## src/hw/rtl/lcdfb_pkg.sv

```systemverilog
// ----------------------------------------------------------------------------
// lcdfb_pkg
// Shared codes and transaction types of the character LCD text frame buffer.
// ----------------------------------------------------------------------------
package lcdfb_pkg;

	// Commands carried by an input transaction.
	localparam logic [1:0] CMD_PUT     = 2'd0;
	localparam logic [1:0] CMD_CLEAR   = 2'd1;
	localparam logic [1:0] CMD_SETCUR  = 2'd2;
	localparam logic [1:0] CMD_REFRESH = 2'd3;

	// Kinds of result transaction.
	localparam logic [1:0] KIND_STATUS = 2'd0;
	localparam logic [1:0] KIND_CMD    = 2'd1;
	localparam logic [1:0] KIND_DATA   = 2'd2;

	localparam logic [7:0] HOME_CMD = 8'h02;
	localparam logic [7:0] SPACE    = 8'd32;
	localparam logic [7:0] NEWLINE  = 8'd10;

	// Column field of a classified command; wide enough for up to 64 columns.
	localparam int COL_BITS = 6;

	typedef struct packed {
		logic [1:0]          cmd;
		logic [7:0]          ch;
		logic                nl;
		logic                bad;
		logic [COL_BITS-1:0] col;
		logic [1:0]          row;
	} op_t;

	typedef struct packed {
		logic [1:0] kind;
		logic       status;
		logic [7:0] byte_a;
		logic [7:0] byte_b;
		logic [7:0] byte_c;
		logic [7:0] byte_d;
		logic       last;
	} res_t;

endpackage

```

## src/hw/rtl/lcdfb_front.sv

```systemverilog
// ----------------------------------------------------------------------------
// lcdfb_front
// Accepts commands, maps glyphs, checks cursor positions and queues the
// classified commands for the execution side.
// ----------------------------------------------------------------------------
module lcdfb_front #(
	parameter int COLUMNS = 20
) (
	input  logic            clk,
	input  logic            arst_n,
	input  logic            push,
	output logic            full,
	input  logic [1:0]      command,
	input  logic [7:0]      char_code,
	input  logic [7:0]      col,
	input  logic [7:0]      row,
	output logic            op_valid,
	output lcdfb_pkg::op_t  op,
	input  logic            op_take
);

	lcdfb_pkg::op_t ops_q [2];
	logic           wptr_q;
	logic           rptr_q;
	logic [1:0]     cnt_q;
	lcdfb_pkg::op_t op_in;
	logic [7:0]     mapped;
	logic           accept;

	function automatic logic [7:0] map_glyph(input logic [7:0] c);
		logic [7:0] g;
		case (c)
			8'ha5:   g = 8'h02;
			8'h86:   g = 8'h03;
			8'ha9:   g = 8'h04;
			8'ha2:   g = 8'h05;
			8'h88:   g = 8'h06;
			8'he4:   g = 8'h00;
			8'h98:   g = 8'h07;
			default: g = c;
		endcase
		return g;
	endfunction

	always_comb begin
		mapped     = map_glyph(char_code);
		op_in.cmd  = command;
		op_in.ch   = mapped;
		op_in.nl   = (mapped == lcdfb_pkg::NEWLINE);
		op_in.bad  = (col >= 8'(COLUMNS)) || (row > 8'd3);
		op_in.col  = col[lcdfb_pkg::COL_BITS-1:0];
		op_in.row  = row[1:0];
	end

	assign full     = (cnt_q == 2'd2);
	assign accept   = push && !full;
	assign op_valid = (cnt_q != 2'd0);
	assign op       = ops_q[rptr_q];

	always_ff @(posedge clk) begin
		if (accept) ops_q[wptr_q] <= op_in;
	end

	always_ff @(posedge clk or negedge arst_n) begin
		if (!arst_n) begin
			wptr_q <= 1'b0;
			rptr_q <= 1'b0;
			cnt_q  <= 2'd0;
		end else begin
			if (accept) wptr_q <= !wptr_q;
			if (op_take) rptr_q <= !rptr_q;
			cnt_q <= cnt_q + {1'b0, accept} - {1'b0, op_take};
		end
	end

endmodule

```

## src/hw/rtl/lcdfb_resq.sv

```systemverilog
// ----------------------------------------------------------------------------
// lcdfb_resq
// Two-entry result queue between the execution side and the result port.
// ----------------------------------------------------------------------------
module lcdfb_resq (
	input  logic            clk,
	input  logic            arst_n,
	input  logic            res_push,
	input  lcdfb_pkg::res_t res_in,
	output logic            res_full,
	output logic            empty,
	input  logic            pop,
	output lcdfb_pkg::res_t res_out
);

	lcdfb_pkg::res_t ents_q [2];
	logic            wptr_q;
	logic            rptr_q;
	logic [1:0]      cnt_q;
	logic            take;

	assign res_full = (cnt_q == 2'd2);
	assign empty    = (cnt_q == 2'd0);
	assign take     = pop && !empty;
	assign res_out  = ents_q[rptr_q];

	always_ff @(posedge clk) begin
		if (res_push) ents_q[wptr_q] <= res_in;
	end

	always_ff @(posedge clk or negedge arst_n) begin
		if (!arst_n) begin
			wptr_q <= 1'b0;
			rptr_q <= 1'b0;
			cnt_q  <= 2'd0;
		end else begin
			if (res_push) wptr_q <= !wptr_q;
			if (take) rptr_q <= !rptr_q;
			cnt_q <= cnt_q + {1'b0, res_push} - {1'b0, take};
		end
	end

endmodule

```

## src/hw/rtl/lcdfb_exec.sv

```systemverilog
// ----------------------------------------------------------------------------
// lcdfb_exec
// Executes classified commands: owns the character store and the cursor, and
// walks the store in display memory order for a refresh.
// ----------------------------------------------------------------------------
module lcdfb_exec #(
	parameter int COLUMNS = 20
) (
	input  logic            clk,
	input  logic            arst_n,
	input  logic            op_valid,
	input  lcdfb_pkg::op_t  op,
	output logic            op_take,
	input  logic            res_full,
	output logic            res_push,
	output lcdfb_pkg::res_t res_in
);

	localparam int DEPTH = 4 * COLUMNS;
	localparam int AW    = $clog2(DEPTH);
	localparam int CW    = $clog2(COLUMNS);

	localparam logic [1:0] ST_IDLE  = 2'd0;
	localparam logic [1:0] ST_WALK  = 2'd1;
	localparam logic [1:0] ST_DRAIN = 2'd2;

	logic [1:0]       state_q;
	logic [CW-1:0]    cur_col_q;
	logic [1:0]       cur_row_q;
	logic [DEPTH-1:0] valid_q;
	logic             fill_q;
	logic [1:0]       seg_q;
	logic [CW-1:0]    cc_q;
	logic [1:0]       bsel_q;
	logic [7:0]       gbuf_q [3];

	logic [7:0]       mem [DEPTH];
	logic [7:0]       rd_data_s1;
	logic             rd_valid_s1;
	logic             rd_vld_s1;
	logic [1:0]       rd_pos_s1;
	logic             rd_last_s1;

	logic             we;
	logic [AW-1:0]    waddr;
	logic [AW-1:0]    raddr;
	logic             rd_issue;
	logic             final_issue;
	logic             ret_push;
	logic [7:0]       ret_byte;
	logic [1:0]       walk_row;
	logic             col_wrap;

	function automatic logic [AW-1:0] addr_of(input logic [1:0] r, input logic [CW-1:0] c);
		return AW'(r) * AW'(COLUMNS) + AW'(c);
	endfunction

	// Display memory holds rows 0 and 2 in its first line, 1 and 3 in its second.
	always_comb begin
		case (seg_q)
			2'd0:    walk_row = 2'd0;
			2'd1:    walk_row = 2'd2;
			2'd2:    walk_row = 2'd1;
			default: walk_row = 2'd3;
		endcase
	end

	assign waddr       = addr_of(cur_row_q, cur_col_q);
	assign raddr       = addr_of(walk_row, cc_q);
	assign final_issue = (seg_q == 2'd3) && (cc_q == CW'(COLUMNS - 1));
	assign col_wrap    = (cur_col_q == CW'(COLUMNS - 1));
	assign ret_byte    = rd_valid_s1 ? rd_data_s1 : (fill_q ? lcdfb_pkg::SPACE : 8'd0);
	assign ret_push    = rd_vld_s1 && (rd_pos_s1 == 2'd3);

	always_comb begin
		op_take  = 1'b0;
		res_push = 1'b0;
		we       = 1'b0;
		rd_issue = 1'b0;
		res_in   = '0;
		res_in.kind = lcdfb_pkg::KIND_STATUS;
		case (state_q)
			ST_IDLE: begin
				if (op_valid && !res_full) begin
					op_take     = 1'b1;
					res_push    = 1'b1;
					res_in.last = 1'b1;
					case (op.cmd)
						lcdfb_pkg::CMD_PUT:    we = !op.nl;
						lcdfb_pkg::CMD_SETCUR: res_in.status = op.bad;
						lcdfb_pkg::CMD_REFRESH: begin
							res_in.kind   = lcdfb_pkg::KIND_CMD;
							res_in.byte_a = lcdfb_pkg::HOME_CMD;
							res_in.last   = 1'b0;
						end
						default: ;
					endcase
				end
			end
			ST_WALK, ST_DRAIN: begin
				if (ret_push) begin
					res_push      = 1'b1;
					res_in.kind   = lcdfb_pkg::KIND_DATA;
					res_in.byte_a = gbuf_q[0];
					res_in.byte_b = gbuf_q[1];
					res_in.byte_c = gbuf_q[2];
					res_in.byte_d = ret_byte;
					res_in.last   = rd_last_s1;
				end
				// The read that completes a group goes out only when the queue
				// can take that group in the following cycle.
				if (state_q == ST_WALK) begin
					rd_issue = (bsel_q != 2'd3) || (!res_full && !ret_push);
				end
			end
			default: ;
		endcase
	end

	always_ff @(posedge clk) begin
		if (we) mem[waddr] <= op.ch;
		rd_data_s1  <= mem[raddr];
		rd_valid_s1 <= valid_q[raddr];
		if (rd_vld_s1 && (rd_pos_s1 != 2'd3)) gbuf_q[rd_pos_s1] <= ret_byte;
	end

	always_ff @(posedge clk or negedge arst_n) begin
		if (!arst_n) begin
			state_q    <= ST_IDLE;
			cur_col_q  <= '0;
			cur_row_q  <= 2'd0;
			valid_q    <= '0;
			fill_q     <= 1'b0;
			seg_q      <= 2'd0;
			cc_q       <= '0;
			bsel_q     <= 2'd0;
			rd_vld_s1  <= 1'b0;
			rd_pos_s1  <= 2'd0;
			rd_last_s1 <= 1'b0;
		end else begin
			rd_vld_s1  <= rd_issue;
			rd_pos_s1  <= bsel_q;
			rd_last_s1 <= final_issue;
			case (state_q)
				ST_IDLE: begin
					if (op_take) begin
						case (op.cmd)
							lcdfb_pkg::CMD_PUT: begin
								if (op.nl || col_wrap) begin
									cur_col_q <= '0;
									cur_row_q <= cur_row_q + 2'd1;
								end else begin
									cur_col_q <= cur_col_q + CW'(1);
								end
								if (!op.nl) valid_q[waddr] <= 1'b1;
							end
							lcdfb_pkg::CMD_CLEAR: begin
								valid_q   <= '0;
								fill_q    <= 1'b1;
								cur_col_q <= '0;
								cur_row_q <= 2'd0;
							end
							lcdfb_pkg::CMD_SETCUR: begin
								if (!op.bad) begin
									cur_col_q <= op.col[CW-1:0];
									cur_row_q <= op.row;
								end
							end
							default: begin
								state_q <= ST_WALK;
								seg_q   <= 2'd0;
								cc_q    <= '0;
								bsel_q  <= 2'd0;
							end
						endcase
					end
				end
				ST_WALK: begin
					if (rd_issue) begin
						bsel_q <= bsel_q + 2'd1;
						if (cc_q == CW'(COLUMNS - 1)) begin
							cc_q  <= '0;
							seg_q <= seg_q + 2'd1;
						end else begin
							cc_q <= cc_q + CW'(1);
						end
						if (final_issue) state_q <= ST_DRAIN;
					end
				end
				ST_DRAIN: begin
					if (ret_push) state_q <= ST_IDLE;
				end
				default: state_q <= ST_IDLE;
			endcase
		end
	end

endmodule

```

## src/hw/rtl/char_lcd_text_frame_buffer_unit.sv

```systemverilog
// ----------------------------------------------------------------------------
// char_lcd_text_frame_buffer_unit
// Text frame buffer and cursor for a four-row HD44780-style character LCD.
// ----------------------------------------------------------------------------
// Put character, clear and set cursor each give one status transaction. A
// refresh gives a cursor-home command transaction and then COLUMNS data
// transactions of four bytes; the store has a single read port, so the walk
// reads one byte a cycle while the result queue has room for each group, and
// a refresh holds the execution side until its last group is pushed. A
// two-entry command queue lets further commands be accepted meanwhile. Clear
// takes effect at once via per-character valid bits, with no clearing pass.
// ----------------------------------------------------------------------------
module char_lcd_text_frame_buffer_unit #(
	parameter int COLUMNS = 20
) (
	input  logic       clk,
	input  logic       arst_n,
	input  logic       push,
	output logic       full,
	input  logic [1:0] command,
	input  logic [7:0] char_code,
	input  logic [7:0] col,
	input  logic [7:0] row,
	output logic       empty,
	input  logic       pop,
	output logic [1:0] kind,
	output logic       status,
	output logic [7:0] byte_a,
	output logic [7:0] byte_b,
	output logic [7:0] byte_c,
	output logic [7:0] byte_d,
	output logic       last
);

	logic            op_valid;
	lcdfb_pkg::op_t  op;
	logic            op_take;
	logic            res_full;
	logic            res_push;
	lcdfb_pkg::res_t res_in;
	lcdfb_pkg::res_t res_out;

	lcdfb_front #(.COLUMNS(COLUMNS)) u_front (
		.clk       (clk),
		.arst_n    (arst_n),
		.push      (push),
		.full      (full),
		.command   (command),
		.char_code (char_code),
		.col       (col),
		.row       (row),
		.op_valid  (op_valid),
		.op        (op),
		.op_take   (op_take)
	);

	lcdfb_exec #(.COLUMNS(COLUMNS)) u_exec (
		.clk      (clk),
		.arst_n   (arst_n),
		.op_valid (op_valid),
		.op       (op),
		.op_take  (op_take),
		.res_full (res_full),
		.res_push (res_push),
		.res_in   (res_in)
	);

	lcdfb_resq u_resq (
		.clk      (clk),
		.arst_n   (arst_n),
		.res_push (res_push),
		.res_in   (res_in),
		.res_full (res_full),
		.empty    (empty),
		.pop      (pop),
		.res_out  (res_out)
	);

	assign kind   = res_out.kind;
	assign status = res_out.status;
	assign byte_a = res_out.byte_a;
	assign byte_b = res_out.byte_b;
	assign byte_c = res_out.byte_c;
	assign byte_d = res_out.byte_d;
	assign last   = res_out.last;

`ifndef SYNTHESIS
	// A rejected cursor position only ever appears on a status transaction.
	a_status_kind: assert property (@(posedge clk) disable iff (!arst_n)
		(!empty && status) |-> (kind == lcdfb_pkg::KIND_STATUS))
		else $error("rejection flag on a non-status result");

	// The home command never ends a refresh.
	a_home_not_last: assert property (@(posedge clk) disable iff (!arst_n)
		(!empty && (kind == lcdfb_pkg::KIND_CMD)) |-> !last)
		else $error("home command marked as final result");

	// The execution side never pushes into a full result queue.
	a_no_overflow: assert property (@(posedge clk) disable iff (!arst_n)
		res_full |-> !res_push)
		else $error("result queue overflow");

	// A command is only taken from a non-empty command queue.
	a_take_valid: assert property (@(posedge clk) disable iff (!arst_n)
		op_take |-> op_valid)
		else $error("command taken from empty queue");
`endif

endmodule

```

## config.mk

```make
export PLATFORM = sky130hd
export DESIGN_NAME = char_lcd_text_frame_buffer_unit
export DESIGN_NICKNAME = d
export VERILOG_FILES = /design/src/hw/rtl/lcdfb_pkg.sv /design/src/hw/rtl/lcdfb_front.sv /design/src/hw/rtl/lcdfb_resq.sv /design/src/hw/rtl/lcdfb_exec.sv /design/src/hw/rtl/char_lcd_text_frame_buffer_unit.sv
export SDC_FILE = /design/constraint.sdc
export NUM_CORES = 1
export LEC_CHECK = 0
export CORE_UTILIZATION = 40
export CTS_CLUSTER_SIZE = 16
export DETAILED_ROUTE_END_ITERATION = 16
export DONT_BUFFER_PORTS = 1
export PLACE_DENSITY = 0.58
export SLEW_MARGIN = 30
export SYNTH_ARGS = -nofsm -noshare
export SYNTH_HDL_FRONTEND = slang
export SYNTH_HIERARCHICAL = 1
export SYNTH_SLANG_ARGS = --single-unit
```

## constraint.sdc

```tcl
create_clock -name clk -period 6.33 [get_ports clk]
set_clock_uncertainty 0.2 [all_clocks]
set_input_delay 1.266 -clock clk [delete_from_list [all_inputs] [get_ports clk]]
set_output_delay 1.266 -clock clk [all_outputs]
set_load 0.005 [all_outputs]
```

==> results of run 1 <==
==> worst paths after layout <==
path                                  start                   to  slack (ps)  depth (start not counted)
max                          u_front/rptr_q    u_exec/mem[60][2]        1940                          8
min                                  arst_n    u_exec/valid_q[0]         140                          0
max reg2reg                  u_front/rptr_q    u_exec/mem[60][2]        1940                          8
min reg2reg                u_exec/bsel_q[1]  u_exec/rd_pos_s1[1]         210                          0
max in group asynchronous            arst_n       u_exec/cc_q[1]        5520                          0
min in group clk           u_exec/bsel_q[1]  u_exec/rd_pos_s1[1]         210                          0
==> layout make-up <==
cell class                      count  area, sq um  share of cell area, %
Sequential cell                   894        26200                   64.4
Clock inverter                     44          385                  0.947
Inverter                           22         82.6                  0.203
Timing Repair Buffer               41          462                   1.14
Tap cell                         1176         1470                   3.62
Clock buffer                      118         2420                   5.95
Multi-Input combinational cell    985         9640                   23.7
==> state kept, by name, summed over array words and instances (netlist names), 5 cells and up <==
name and flops:
u_exec/valid_q 80, u_exec/gbuf_q 24, u_exec/cc_q 5, u_exec/rd_data_s1 8
u_exec/mem 640, u_front/ops_q 38, u_exec/cur_col_q 5, u_resq/ents_q 72
==> per-stage QoR <==
stage	hold WS, ps	instance area (sq um)
CTS	99.1	40600
global placement	189	37700
finish	144	40700
floorplan	172	36500
detailed placement	196	37800
global route	104	40700
==> routing by layer <==
metal | global-route usage, % | part of all wire [%]
met1 | 25.0 | 43
met2 | 29.4 | 49
met3 | 2.85 | 6.1
met4 | 4.69 | 2.2
met5 | 0 | 0
==> power groups by stage <==
stage	clock network, W	logic (W)	registers (W)
floorplan	0	0.00433	0.00770
global placement	0	0.00598	0.00791
detailed placement	0	0.00611	0.00793
CTS	0.00519	0.00613	0.00781
global route	0.00542	0.00653	0.00784
finish	0.00507	0.00614	0.00779
==> results.yml, run 1 <==
timing:
  drv_slew: 0
  finalHoldViolations: 0
  period_share_pct: 69.4
  rsz0062_at_grt: "no"
  min_period_ps: 4390
  max_slew.worst_pin.slew_ps: 1000
  slew_headroom_pct: 32.9
  worst_slack_ps: 1940
  setup_violations: 0
  fin_setup_tns_ps: 0
  fmax_mhz: 228
floorplanning:
  dieArea_sq_um: 92500
  initial_core_util_pct: 40.5
  fp.dieH_um: 304
  core_sq_um: 90100
  num_rows: 110
  design.portCount: 68
  fp.dieW_um: 304
detailed_routing:
  via_per_inst: 5.61
  drc_errors: 0
  num_vias: 18400
  ant_nets: 0
  wire_per_inst_um: 25.2
  drt_iter0_markers: 1518
  finalWirelength_um: 82500
  firstDrtPassIters: 5
logic_synthesis:
  syn_nets: 2062
  avgSynthCellArea_sq_um: 18.2
  syn_area_sq_um: 36500
  synthCells: 2003
  ys_warn_count: 6
clock_network:
  root_buffer: "clkbuf_16"
  insertion_delay_ps: 630
  post_cts_buffers: 0
  cts_tree: "yes"
  cts.clk_slew.worst_paths_ps: 60
  htree_levels: 3
  cts_hold_buffers: 0
  clockBufferDepth: 3
  cts-buffers-inserted: 87
  cts_resized: 0
  cts.sinks: 894
finish:
  finish.utilization_pct: 45.1
  final_cell_mix: "edfxtp_1 (774), nor2_1 (201), mux4_2 (168)"
  num-fill-cells: 7565
  stdcell_count: 3280
  antenna_cells: 0
  area_growth_pct: 11.4
  drive_gt1_share_pct: 19.9
  fin_nets: 2090
  final_common_cell: "edfxtp_1"
worst_setup_path:
  cpPeakStageDelay_ps: 930
  crit_type: "reg -> reg"
  crit_family: "simple AND/OR/NAND/NOR gates"
  worst_setup_path_start_kind: "register"
  path_buf_inv: 2
  required_ps: 6380
  crit_fanout: 20
  cp-end-kind: "register"
  critPathSlowestCell: "nor2_1"
  worstPathCellList: "buf_4 -> mux2_2 -> inv_1 -> ha_1 -> nand2b_1 -> nor3_1 -> nand2_1 -> nor2_1"
  cp_data_arrival_time_ps: 4440
pwr:
  p_sw_w: 0.00622
  cellPowerDensity_nw_per_um2: 467
  cellLeakagePower_nw: 13.4
  p_comb_share_pct: 32.3
  peakVddDrop_mv: 0.278
  switching_share_pct: 32.7
  clkPwrFrac_pct: 26.7
  p_int_w: 0.0128
  power.total_w: 0.0190
  p_seq_share_pct: 41.0
global_route:
  grt.total_usage_pct: 17.9
  antenna_found_initial: 1
  grt.overflow.total: 0
  grt_pass1_vias: 19000
  grt_pass1_wl_um: 124000
  grt_max_degree: 112
placed_design:
  place_inst: 3116
  portBuffers: 0
  place.gp.congestion: 0.793
  dp_hpwl_um: 51300
  detailedPlace.worstSlack_ps: 1930
min_path:
  hp-class: "in -> async"
job:
  drv_cap: 0
run_status:
  outcome: "finished clean"
Note: power is estimated with default switching activity, not from simulation.
==> run 2, diff against run 1 <==
Settings changed: ABC_AREA set to 1.
Clock period 6.33 ns to 4.2 ns, I/O delays scaled along.
==> results.yml, run 2 <==
clock_network:
  insertion_delay_ps: 660
  cts_hold_buffers: 2
  cts-buffers-inserted: 98
  cts_resized: 0
  clockBufferDepth: 3
  cts.sinks: 894
  post_cts_buffers: 0
  cts_tree: "yes"
  cts.clk_slew.worst_paths_ps: 60
  htree_levels: 3
  root_buffer: "clkbuf_16"
worst_setup_path:
  required_ps: 4590
  crit_fanout: 45
  cp-end-kind: "register"
  cp_data_arrival_time_ps: 4060
  crit_type: "reg -> reg"
  worst_setup_path_start_kind: "register"
global_route:
  grt_pass1_wl_um: 151000
  grt.overflow.total: 0
  grt_pass1_vias: 24700
  grt_max_degree: 187
  grt.total_usage_pct: 20.2
  antenna_found_initial: 0
placed_design:
  portBuffers: 0
  dp_hpwl_um: 57300
  place_inst: 4784
  place.gp.congestion: 0.869
pwr:
  cellLeakagePower_nw: 16.7
  cellPowerDensity_nw_per_um2: 710
  peakVddDrop_mv: 0.553
floorplanning:
  num_rows: 113
  core_sq_um: 95400
  fp.dieH_um: 313
  design.portCount: 68
  fp.dieW_um: 313
  dieArea_sq_um: 98100
  initial_core_util_pct: 40.6
timing:
  slew_headroom_pct: 31.2
  fmax_mhz: 272
  min_period_ps: 3670
  max_slew.worst_pin.slew_ps: 1030
  setup_violations: 0
  rsz0062_at_grt: "no"
  drv_slew: 0
  finalHoldViolations: 0
  fin_setup_tns_ps: 0
  period_share_pct: 87.4
finish:
  num-fill-cells: 8765
  drive_gt1_share_pct: 8.37
  stdcell_count: 4970
  final_common_cell: "nand2_1"
  area_growth_pct: 12.1
  largest_reg_flops: 640
  final_cell_mix: "nand2_1 (1036), edfxtp_1 (774), nand3_1 (493)"
  fin_nets: 3680
  reg_top3: "u_exec/mem x640, u_exec/valid_q x80, u_resq/ents_q x72"
  top_register: "u_exec/mem"
logic_synthesis:
  syn_area_sq_um: 38700
  avgSynthCellArea_sq_um: 10.6
  ys_warn_count: 6
  synthCells: 3645
  syn_nets: 3704
detailed_routing:
  finalWirelength_um: 99500
  num_vias: 25800
  drt_iter0_markers: 2435
  ant_nets: 0
  drc_errors: 0
  via_per_inst: 5.19
  wire_per_inst_um: 20.0
  firstDrtPassIters: 5
min_path:
  hp-class: "in -> reg"
job:
  drv_cap: 0
run_status:
  outcome: "finished clean"
==> run 2: path summary, 6_finish.rpt <==
kind                                        from                   end  slack, ps  cells past startpoint
worst max-delay path             u_exec/seg_q[0]  u_exec/rd_data_s1[6]        530                     12
worst min-delay path                      col[0]   u_front/ops_q[1][2]         80                      0
worst max register to register   u_exec/seg_q[0]  u_exec/rd_data_s1[6]        530                     12
worst min register to register  u_exec/bsel_q[1]   u_exec/rd_pos_s1[1]        210                      0
max in group asynchronous                 arst_n        u_exec/cc_q[0]       2640                      2
min in group asynchronous                 arst_n      u_front/cnt_q[0]        580                      2
==> run 2: metal layers <==
| metal | global-route usage, % | wire length (um) |
|---|---|---|
| met1 | 28.2 | 44300 |
| met2 | 32.1 | 45800 |
| met3 | 3.20 | 6360 |
| met4 | 6.93 | 3110 |
| met5 | 0 | 0 |
==> run 2: critical path, stage by stage, from the launching register on <==
cell and delay, ps:
dfrtp_1 520, inv_1 80, ha_1 190, or2_2 320, ha_4 180, fa_2 430, inv_2 760, nand3_1 350
nand3_1 280, nand3_1 110, nand2_1 60, nand2_1 50, nand2_1 60
==> run 2: area by class of cell <==
cell class                      instances  area, sq um  area share (%)
Multi-Input combinational cell       2217        10400            24.0
Inverter                              318         1210            2.78
Clock buffer                          126         2650            6.10
Tap cell                             1265         1580            3.65
Clock inverter                         57          429           0.989
Sequential cell                       894        26200            60.4
Timing Repair Buffer                   92          926            2.13
Antenna cell                            1         2.50         0.00576
==> run 2: through the flow <==
stage / util (%) / worst slack (ps) / total power [W] / area [sq um] / hold slack (ps)
2_1_floorplan: - / 465 / 0.0184 / 38700 / 178
3_3_place_gp: 42.2 / 635 / 0.0226 / 40200 / 194
3_5_place_dp: 42.2 / 600 / 0.0226 / 40300 / 195
4_1_cts: 45.5 / 585 / 0.0309 / 43400 / 43.1
5_1_grt: 45.5 / 389 / 0.0323 / 43400 / 51.8
6_report: 45.5 / 530 / 0.0308 / 43400 / 79.4
==> run 2: report_power, final <==
group	internal, W	leakage [nW]	total (W)	switching [W]
Clock	0.00475	1.51	0.00824	0.00349
Sequential	0.0113	8.58	0.0117	0.000399
Combinational	0.00272	6.56	0.0108	0.00810
